==> src/hw/rtl/flrq_pkg.sv <==
// Shared codes and field widths of the four-level ready queue.
`default_nettype none
package flrq_pkg;
  localparam int OpW     = 2;
  localparam int TidW    = 8;
  localparam int PrioW   = 2;
  localparam int StatW   = 2;
  localparam int OccW    = 6;

  localparam logic [OpW-1:0] OP_PUT    = 2'd0;
  localparam logic [OpW-1:0] OP_POP    = 2'd1;
  localparam logic [OpW-1:0] OP_REMOVE = 2'd2;

  localparam logic [StatW-1:0] ST_OK       = 2'd0;
  localparam logic [StatW-1:0] ST_EMPTY    = 2'd1;
  localparam logic [StatW-1:0] ST_FULL     = 2'd2;
  localparam logic [StatW-1:0] ST_NOTFOUND = 2'd3;
endpackage
`default_nettype wire

==> src/hw/rtl/four_level_ready_queue.sv <==
// Top level of the multilevel priority ready queue.
//
// Entries live in one RAM in arrival order; slots below the count are valid.
// A put writes one slot as it is taken and hands its result to the done state.
// Pop and remove scan all queued entries one RAM read a cycle, noting the
// oldest candidate per level. When something is taken out, a compaction pass
// follows that reads every slot again and writes the survivors down. The
// RAM's single read port paces both passes. The next item can be taken in
// the same cycle that the result shows. One item is worked on at a time; a
// finished result waits in the output register while the next item is taken.
`default_nettype none
module four_level_ready_queue
  import flrq_pkg::*;
#(
  parameter int CAPACITY = 32,
  parameter int LEVELS   = 4,
  parameter int ID_BITS  = 8
) (
  input  wire logic        clk_i,
  input  wire logic        rst_ni,
  input  wire logic        cfg_we_i,
  input  wire logic [7:0]  cfg_wdata_i,    // idle_thread_id
  input  wire logic        s_axis_tvalid,
  output logic             s_axis_tready,
  input  wire logic [15:0] s_axis_tdata,   // thread_id[7:0], priority_req[9:8]
  input  wire logic [1:0]  s_axis_tuser,   // op[1:0]
  output logic             m_axis_tvalid,
  input  wire logic        m_axis_tready,
  output logic      [15:0] m_axis_tdata,   // result_id[7:0], occupancy[13:8]
  output logic      [1:0]  m_axis_tuser    // status[1:0]
);
  localparam int AddrW = $clog2(CAPACITY);
  localparam int CntW  = $clog2(CAPACITY + 1);
  localparam int LvlW  = $clog2(LEVELS);
  localparam int WordW = LvlW + ID_BITS;

  typedef enum logic [1:0] {S_IDLE, S_SCAN, S_COMPACT, S_DONE} state_e;

  state_e            state_q;
  logic [CntW-1:0]   count_q;
  logic [CntW-1:0]   rd_ptr_q;
  logic [AddrW-1:0]  ra_q;
  logic [AddrW-1:0]  wr_ptr_q;
  logic              rv_q;
  logic [OpW-1:0]    op_q;
  logic [ID_BITS-1:0] key_q;
  logic [7:0]        idle_id_q;
  logic [LEVELS-1:0] found_q;
  logic [LEVELS-1:0] mark_q;
  logic [AddrW-1:0]  pos_q [LEVELS];
  logic [ID_BITS-1:0] fid_q [LEVELS];
  logic [7:0]        res_id_q;
  logic [StatW-1:0]  res_st_q;
  logic              m_valid_q;
  logic [15:0]       m_data_q;
  logic [1:0]        m_user_q;

  logic              accept;
  logic [ID_BITS+7:0] in_id_ext;
  logic [ID_BITS-1:0] in_id;
  logic [LvlW-1:0]   in_lvl;
  logic              rd_en;
  logic              we;
  logic [AddrW-1:0]  waddr;
  logic [WordW-1:0]  wdata;
  logic [WordW-1:0]  rdata;
  logic [LvlW-1:0]   r_lvl;
  logic [ID_BITS-1:0] r_id;
  logic              removed;
  logic              pass_end;
  logic [LvlW-1:0]   top_lvl;
  logic [CntW-1:0]   n_rem;
  logic [ID_BITS+7:0] top_id_ext;

  assign accept        = s_axis_tvalid && s_axis_tready;
  assign s_axis_tready = (state_q == S_IDLE);
  assign m_axis_tvalid = m_valid_q;
  assign m_axis_tdata  = m_data_q;
  assign m_axis_tuser  = m_user_q;

  assign in_id_ext = {{ID_BITS{1'b0}}, s_axis_tdata[7:0]};
  assign in_id     = in_id_ext[ID_BITS-1:0];
  assign r_lvl     = rdata[WordW-1:ID_BITS];
  assign r_id      = rdata[ID_BITS-1:0];
  assign pass_end  = (rd_ptr_q == count_q) && !rv_q;
  assign rd_en     = (state_q == S_SCAN || state_q == S_COMPACT) && (rd_ptr_q < count_q);

  always_comb begin
    if (int'(s_axis_tdata[9:8]) > LEVELS - 1) begin
      in_lvl = LvlW'(LEVELS - 1);
    end else begin
      in_lvl = LvlW'(s_axis_tdata[9:8]);
    end
  end

  always_comb begin
    removed = 1'b0;
    n_rem   = '0;
    top_lvl = '0;
    for (int l = 0; l < LEVELS; l++) begin
      if (mark_q[l] && pos_q[l] == ra_q) removed = 1'b1;
      n_rem = n_rem + CntW'(mark_q[l]);
      if (found_q[l]) top_lvl = LvlW'(l);
    end
    top_id_ext = {8'b0, fid_q[top_lvl]};
  end

  always_comb begin
    we    = 1'b0;
    waddr = wr_ptr_q;
    wdata = rdata;
    if (state_q == S_IDLE && accept && s_axis_tuser == OP_PUT &&
        count_q < CntW'(CAPACITY)) begin
      we    = 1'b1;
      waddr = count_q[AddrW-1:0];
      wdata = {in_lvl, in_id};
    end else if (state_q == S_COMPACT && rv_q && !removed) begin
      we = 1'b1;
    end
  end

  flrq_ram #(.Width(WordW), .Depth(CAPACITY)) u_ram (
    .clk_i   (clk_i),
    .we_i    (we),
    .waddr_i (waddr),
    .wdata_i (wdata),
    .re_i    (rd_en),
    .raddr_i (rd_ptr_q[AddrW-1:0]),
    .rdata_o (rdata)
  );

  always_ff @(posedge clk_i or negedge rst_ni) begin
    if (!rst_ni) begin
      state_q   <= S_IDLE;
      count_q   <= '0;
      rd_ptr_q  <= '0;
      ra_q      <= '0;
      wr_ptr_q  <= '0;
      rv_q      <= 1'b0;
      op_q      <= OP_PUT;
      key_q     <= '0;
      idle_id_q <= 8'd1;
      found_q   <= '0;
      mark_q    <= '0;
      for (int l = 0; l < LEVELS; l++) begin
        pos_q[l] <= '0;
        fid_q[l] <= '0;
      end
      res_id_q  <= '0;
      res_st_q  <= ST_OK;
      m_valid_q <= 1'b0;
      m_data_q  <= '0;
      m_user_q  <= '0;
    end else begin
      if (cfg_we_i) idle_id_q <= cfg_wdata_i;
      if (m_valid_q && m_axis_tready && state_q != S_DONE) m_valid_q <= 1'b0;
      rv_q <= rd_en;
      if (rd_en) begin
        ra_q     <= rd_ptr_q[AddrW-1:0];
        rd_ptr_q <= rd_ptr_q + 1'b1;
      end
      unique case (state_q)
        S_IDLE: begin
          if (accept) begin
            op_q     <= s_axis_tuser;
            key_q    <= in_id;
            rd_ptr_q <= '0;
            wr_ptr_q <= '0;
            found_q  <= '0;
            mark_q   <= '0;
            res_id_q <= '0;
            if (s_axis_tuser == OP_POP || s_axis_tuser == OP_REMOVE) begin
              res_st_q <= ST_OK;
              state_q  <= S_SCAN;
            end else begin
              state_q <= S_DONE;
              if (s_axis_tuser == OP_PUT && count_q >= CntW'(CAPACITY)) begin
                res_st_q <= ST_FULL;
              end else begin
                res_st_q <= ST_OK;
              end
              if (s_axis_tuser == OP_PUT && count_q < CntW'(CAPACITY)) begin
                count_q <= count_q + 1'b1;
              end
            end
          end
        end
        S_SCAN: begin
          if (rv_q && !found_q[r_lvl] && (op_q == OP_POP || r_id == key_q)) begin
            found_q[r_lvl] <= 1'b1;
            pos_q[r_lvl]   <= ra_q;
            fid_q[r_lvl]   <= r_id;
          end
          if (pass_end) begin
            rd_ptr_q <= '0;
            if (found_q == '0) begin
              state_q <= S_DONE;
              if (op_q == OP_POP) begin
                res_id_q <= idle_id_q;
                res_st_q <= ST_EMPTY;
              end else begin
                res_st_q <= ST_NOTFOUND;
              end
            end else begin
              state_q <= S_COMPACT;
              // mark_q was cleared when the item was taken
              if (op_q == OP_POP) begin
                mark_q[top_lvl] <= 1'b1;
                res_id_q        <= top_id_ext[7:0];
              end else begin
                mark_q <= found_q;
              end
            end
          end
        end
        S_COMPACT: begin
          if (rv_q && !removed) wr_ptr_q <= wr_ptr_q + 1'b1;
          if (pass_end) begin
            count_q <= count_q - n_rem;
            state_q <= S_DONE;
          end
        end
        S_DONE: begin
          if (!m_valid_q || m_axis_tready) begin
            m_valid_q <= 1'b1;
            m_data_q  <= {2'b00, OccW'(count_q), res_id_q};
            m_user_q  <= res_st_q;
            state_q   <= S_IDLE;
          end
        end
        default: state_q <= S_IDLE;
      endcase
    end
  end
endmodule
`default_nettype wire

==> src/hw/rtl/flrq_ram.sv <==
// Generic single-write, single-read RAM with registered read data.
`default_nettype none
module flrq_ram #(
  parameter int Width = 8,
  parameter int Depth = 32
) (
  input  wire logic                     clk_i,
  input  wire logic                     we_i,
  input  wire logic [$clog2(Depth)-1:0] waddr_i,
  input  wire logic [Width-1:0]         wdata_i,
  input  wire logic                     re_i,
  input  wire logic [$clog2(Depth)-1:0] raddr_i,
  output logic      [Width-1:0]         rdata_o
);
  logic [Width-1:0] mem_q [Depth];

  always_ff @(posedge clk_i) begin
    if (we_i) begin
      mem_q[waddr_i] <= wdata_i;
    end
    if (re_i) begin
      rdata_o <= mem_q[raddr_i];
    end
  end
endmodule
`default_nettype wire

==> config.mk <==
export PLATFORM = sky130hd
export DESIGN_NAME = four_level_ready_queue
export DESIGN_NICKNAME = d
export VERILOG_FILES = /design/src/hw/rtl/flrq_pkg.sv /design/src/hw/rtl/four_level_ready_queue.sv /design/src/hw/rtl/flrq_ram.sv
export SDC_FILE = /design/constraint.sdc
export NUM_CORES = 1
export LEC_CHECK = 0
export BUFFER_PORTS_ARGS = -buffer_cell sky130_fd_sc_hd__buf_2
export CAP_MARGIN = 20
export CORE_MARGIN = 1.5
export CORE_UTILIZATION = 67
export CTS_CLUSTER_DIAMETER = 100
export DETAILED_ROUTE_END_ITERATION = 6
export MAX_ROUTING_LAYER = met4
export PLACE_DENSITY = 0.93
export SLEW_MARGIN = 15
export SYNTH_ARGS = -nofsm -noshare
export SYNTH_HDL_FRONTEND = slang
export SYNTH_SLANG_ARGS = --single-unit
export TNS_END_PERCENT = 5
==> constraint.sdc <==
create_clock -name clk_i -period 6.4 [get_ports clk_i]
set_input_delay 0 -clock clk_i [delete_from_list [all_inputs] [get_ports clk_i]]
set_output_delay 0 -clock clk_i [all_outputs]
set_load 0.02 [all_outputs]
==> run_results.csv <==
group,metric,value,unit
run,cap_violations,0,
timing,period_share,0.6335,
placement,port_buffers,42,
grt,grt_pass1_wl,65380,microns
run_status,outcome,"finished, final reports clean",
layout,utilization,0.7666,
clock_network,root_buffer,"clkbuf_16",
route,vias,10495,
die,chipHeight,172.6,microns
logic_synthesis,yosysWarnings,0,
timing,hold_viol_final,0,
pwr,p_int,6607,uW
grt,grt_pass1_vias,10962,
die,std_cell_rows,61,
worst_setup_path,crit_arrival,4230,ps
route,postRouteAntennaNets,0,
pwr,power.density,457.7,nW/um^2
pwr,power.switching,3222,uW
logic_synthesis,seq_area_frac_synth,0.6830,
timing,setup_viol,0,
placement,dp_cells,1465,
worst_setup_path,crit_fanout,19,
clock_network,ctsResizeCount,0,
pwr,p_seq_frac,0.446,
grt,grt_start_max_net_pins,86,
die,initial_core_util,0.6881,
clock_network,cts_buffers,44,
clock_network,hold_buffers,28,
pwr,ir_drop,0.2845,mV
route,drc_errors,0,
route,wl,43370,microns
clock_network,clkTransAtPathRegs,70,ps
timing,slew_headroom,0.2441,
placement,routabilityCongestion,0.8622,
timing,fin_worst_skew,18.39,ps
layout,fin_cells,1577,
die,die_area,29790,sq um
route,drtPass1Iterations,5,
logic_synthesis,async_reset_ff_frac,0.2826,
grt,overflow,0,
worst_setup_path,start_kind,"flop",
layout,regArea,13170,sq um
route,drt_iter0_markers,1327,
route,wl_per_cell,27.50,microns
route,viasPerCell,6.655,
logic_synthesis,syn_area_per_cell,17.51,sq um
layout,multi_input_area,5707,sq um
logic_synthesis,synth-seq-cells,460,
pwr,cellLeakagePower,0.007815,uW
timing,rsz0062_at_grt,"false",
pwr,p_comb_frac,0.283,
timing,max_slew.worst_pin.slew,1134,ps
logic_synthesis,yosys.area.top_type_share,0.5142,
worst_setup_path,cp.required,6580,ps
layout,area_growth,11.41,%
logic_synthesis,yosys-top-cells-area,"edfxtp_1, dfrtp_1, mux4_2, mux2_2, mux2_4",
grt,track_usage,0.3000,
logic_synthesis,yosysUniqueCellTypes,49,
logic_synthesis,synth_edf_count,330,
logic_synthesis,syn_area,19270,sq um
timing,setup_tns,0,ps
timing,post-route-min-period,4054,ps
pwr,p_sw_frac,0.3278,
layout,n_fill_cell,1445,
clock_network,ctsLongestPathBuffers,3,
worst_hold_path,hold_path_class,"primary input to flop",
layout,drive_above_1_share,0.2715,
die,core_area,28010,sq um
die,boundaryPins,51,
logic_synthesis,synth_ff_type,"edfxtp_1",
clock_network,clk_latency,560,ps
grt,antenna_found_initial,2,
logic_synthesis,syn-instance-count,1101,
logic_synthesis,synth_top_area_cell,"edfxtp_1",
placement,hpwl,24730,microns
clock_network,cts_sinks,460,
clock_network,cts_max_level,2,
timing,slew_viol_final,0,
timing,fmax,246.6,MHz
worst_setup_path,crit_type,"flop to flop",
die,die_w,172.6,microns
layout,final_nets,1216,
pwr,clock_power_share,0.271,
clock_network,cts_setup_buffers,0,
worst_setup_path,endpoint_kind,"flop",
clock_network,tritoncts,"done",
-- cell usage in the layout (no fill, tap or decap), types with 7 or more instances in the layout --
cell type      netlist  layout
a21oi_1             23      23
a22oi_1              9       9
buf_2               12      41
clkbuf_16            0      45
clkinv_1             0      11
clkinv_2             0       8
dfrtp_1            129     126
dlygate4sd3_1        0      28
edfxtp_1           330     330
ha_1                18      18
inv_1               26      26
mux2_2              83      83
mux2_4              20      20
mux2i_1             10      10
mux4_2             101     101
nand2_1             56      56
nand2b_1             8       8
nand3_1             14      14
nor2_1              58      58
nor3_1               7       7
o21ai_0             45      45
xnor2_1             17      17
xor2_1              20      20
-- worst max-delay path: stages (launching register included) --
cell and delay, ps:
dfrtp_1 400, inv_1 120, ha_1 620, nand2_1 100, a31oi_1 160, o31ai_1 120, o31ai_1 620, nand3_1 590
nor2_1 940
-- power groups by stage --
stage	clock network [uW]	registers [uW]	logic, uW
6_report	2660	4380	2780
5_1_grt	2790	4430	2960
4_1_cts	2670	4390	2710
3_5_place_dp	0	4440	2630
3_3_place_gp	0	4410	2460
2_1_floorplan	0	4170	2040
-- through the flow --
stage	power (uW)	setup slack, ps	hold WS (ps)	instance area [sq um]
floorplan	6207	3494	-295.6	19280
global placement	6870	2505	173.6	19700
detailed placement	7072	2351	179.5	19700
CTS	9775	2362	66.20	21440
global route	10180	2106	82.99	21470
finish	9828	2346	90.83	21470
-- cells in the mapped netlist (all sizes together) (20+ instances only) --
cell type / n
clkbuf: 33
dfrtp: 129
edfxtp: 330
nand2: 56
a21oi: 23
nor2: 58
buf: 29
mux2: 103
mux4: 101
o21ai: 45
xor2: 20
inv: 26
-- layer usage --
| layer | up-vias | wire length [microns] | global-route usage |
|---|---|---|---|
| li1 | 4369 | - | - |
| met1 | 5425 | 16420 | 0.3889 |
| met2 | 580 | 22140 | 0.4862 |
| met3 | 121 | 3196 | 0.04705 |
| met4 | 0 | 1617 | 0.1159 |
| met5 | - | 0 | - |
-- kinds of logic after synthesis --
family	synth area share
mux	0.1873
simple gates	0.04194
other cells	0.0001946
buf+inv	0.02142
fa+ha+maj	0.01688
compound gates	0.03246
xor+xnor	0.01681
flops	0.6830
-- cell type report --
type                       instances  area share
antenna                            2   0.0002331
clock buffer                      53     0.05478
clock inverter                    28     0.01334
inverter                          26    0.004545
multi-input combinational        554      0.2658
sequential                       460      0.6135
tap                              378     0.02203
timing repair buffer              76     0.02581
-- path summary, 6_finish.rpt --
kind	startpoint	cells after the start	to	slack, ps
worst min-delay path	s_axis_tvalid	4	found_q[0]	90
worst max register to register	state_q[0]	8	u_ram.mem_q[19][4]	2350
max in group asynchronous	rst_ni	3	rd_ptr_q[1]	4930
worst max-delay path	state_q[0]	8	u_ram.mem_q[19][4]	2350
worst min register to register	count_q[5]	1	count_q[5]	470
min in group asynchronous	rst_ni	2	m_axis_tdata[0]	110
-- state kept, by name (all words and copies together), names as in the netlist, 8 cells and up --
| signal | cells |
|---|---|
| m_axis_tdata | 14 |
| pos_q | 20 |
| u_ram.rdata_o | 10 |
| fid_q | 32 |
| res_id_q | 8 |
| key_q | 8 |
| idle_id_q | 8 |
| u_ram.mem_q | 320 |
Power figures use the tool's default switching activity.
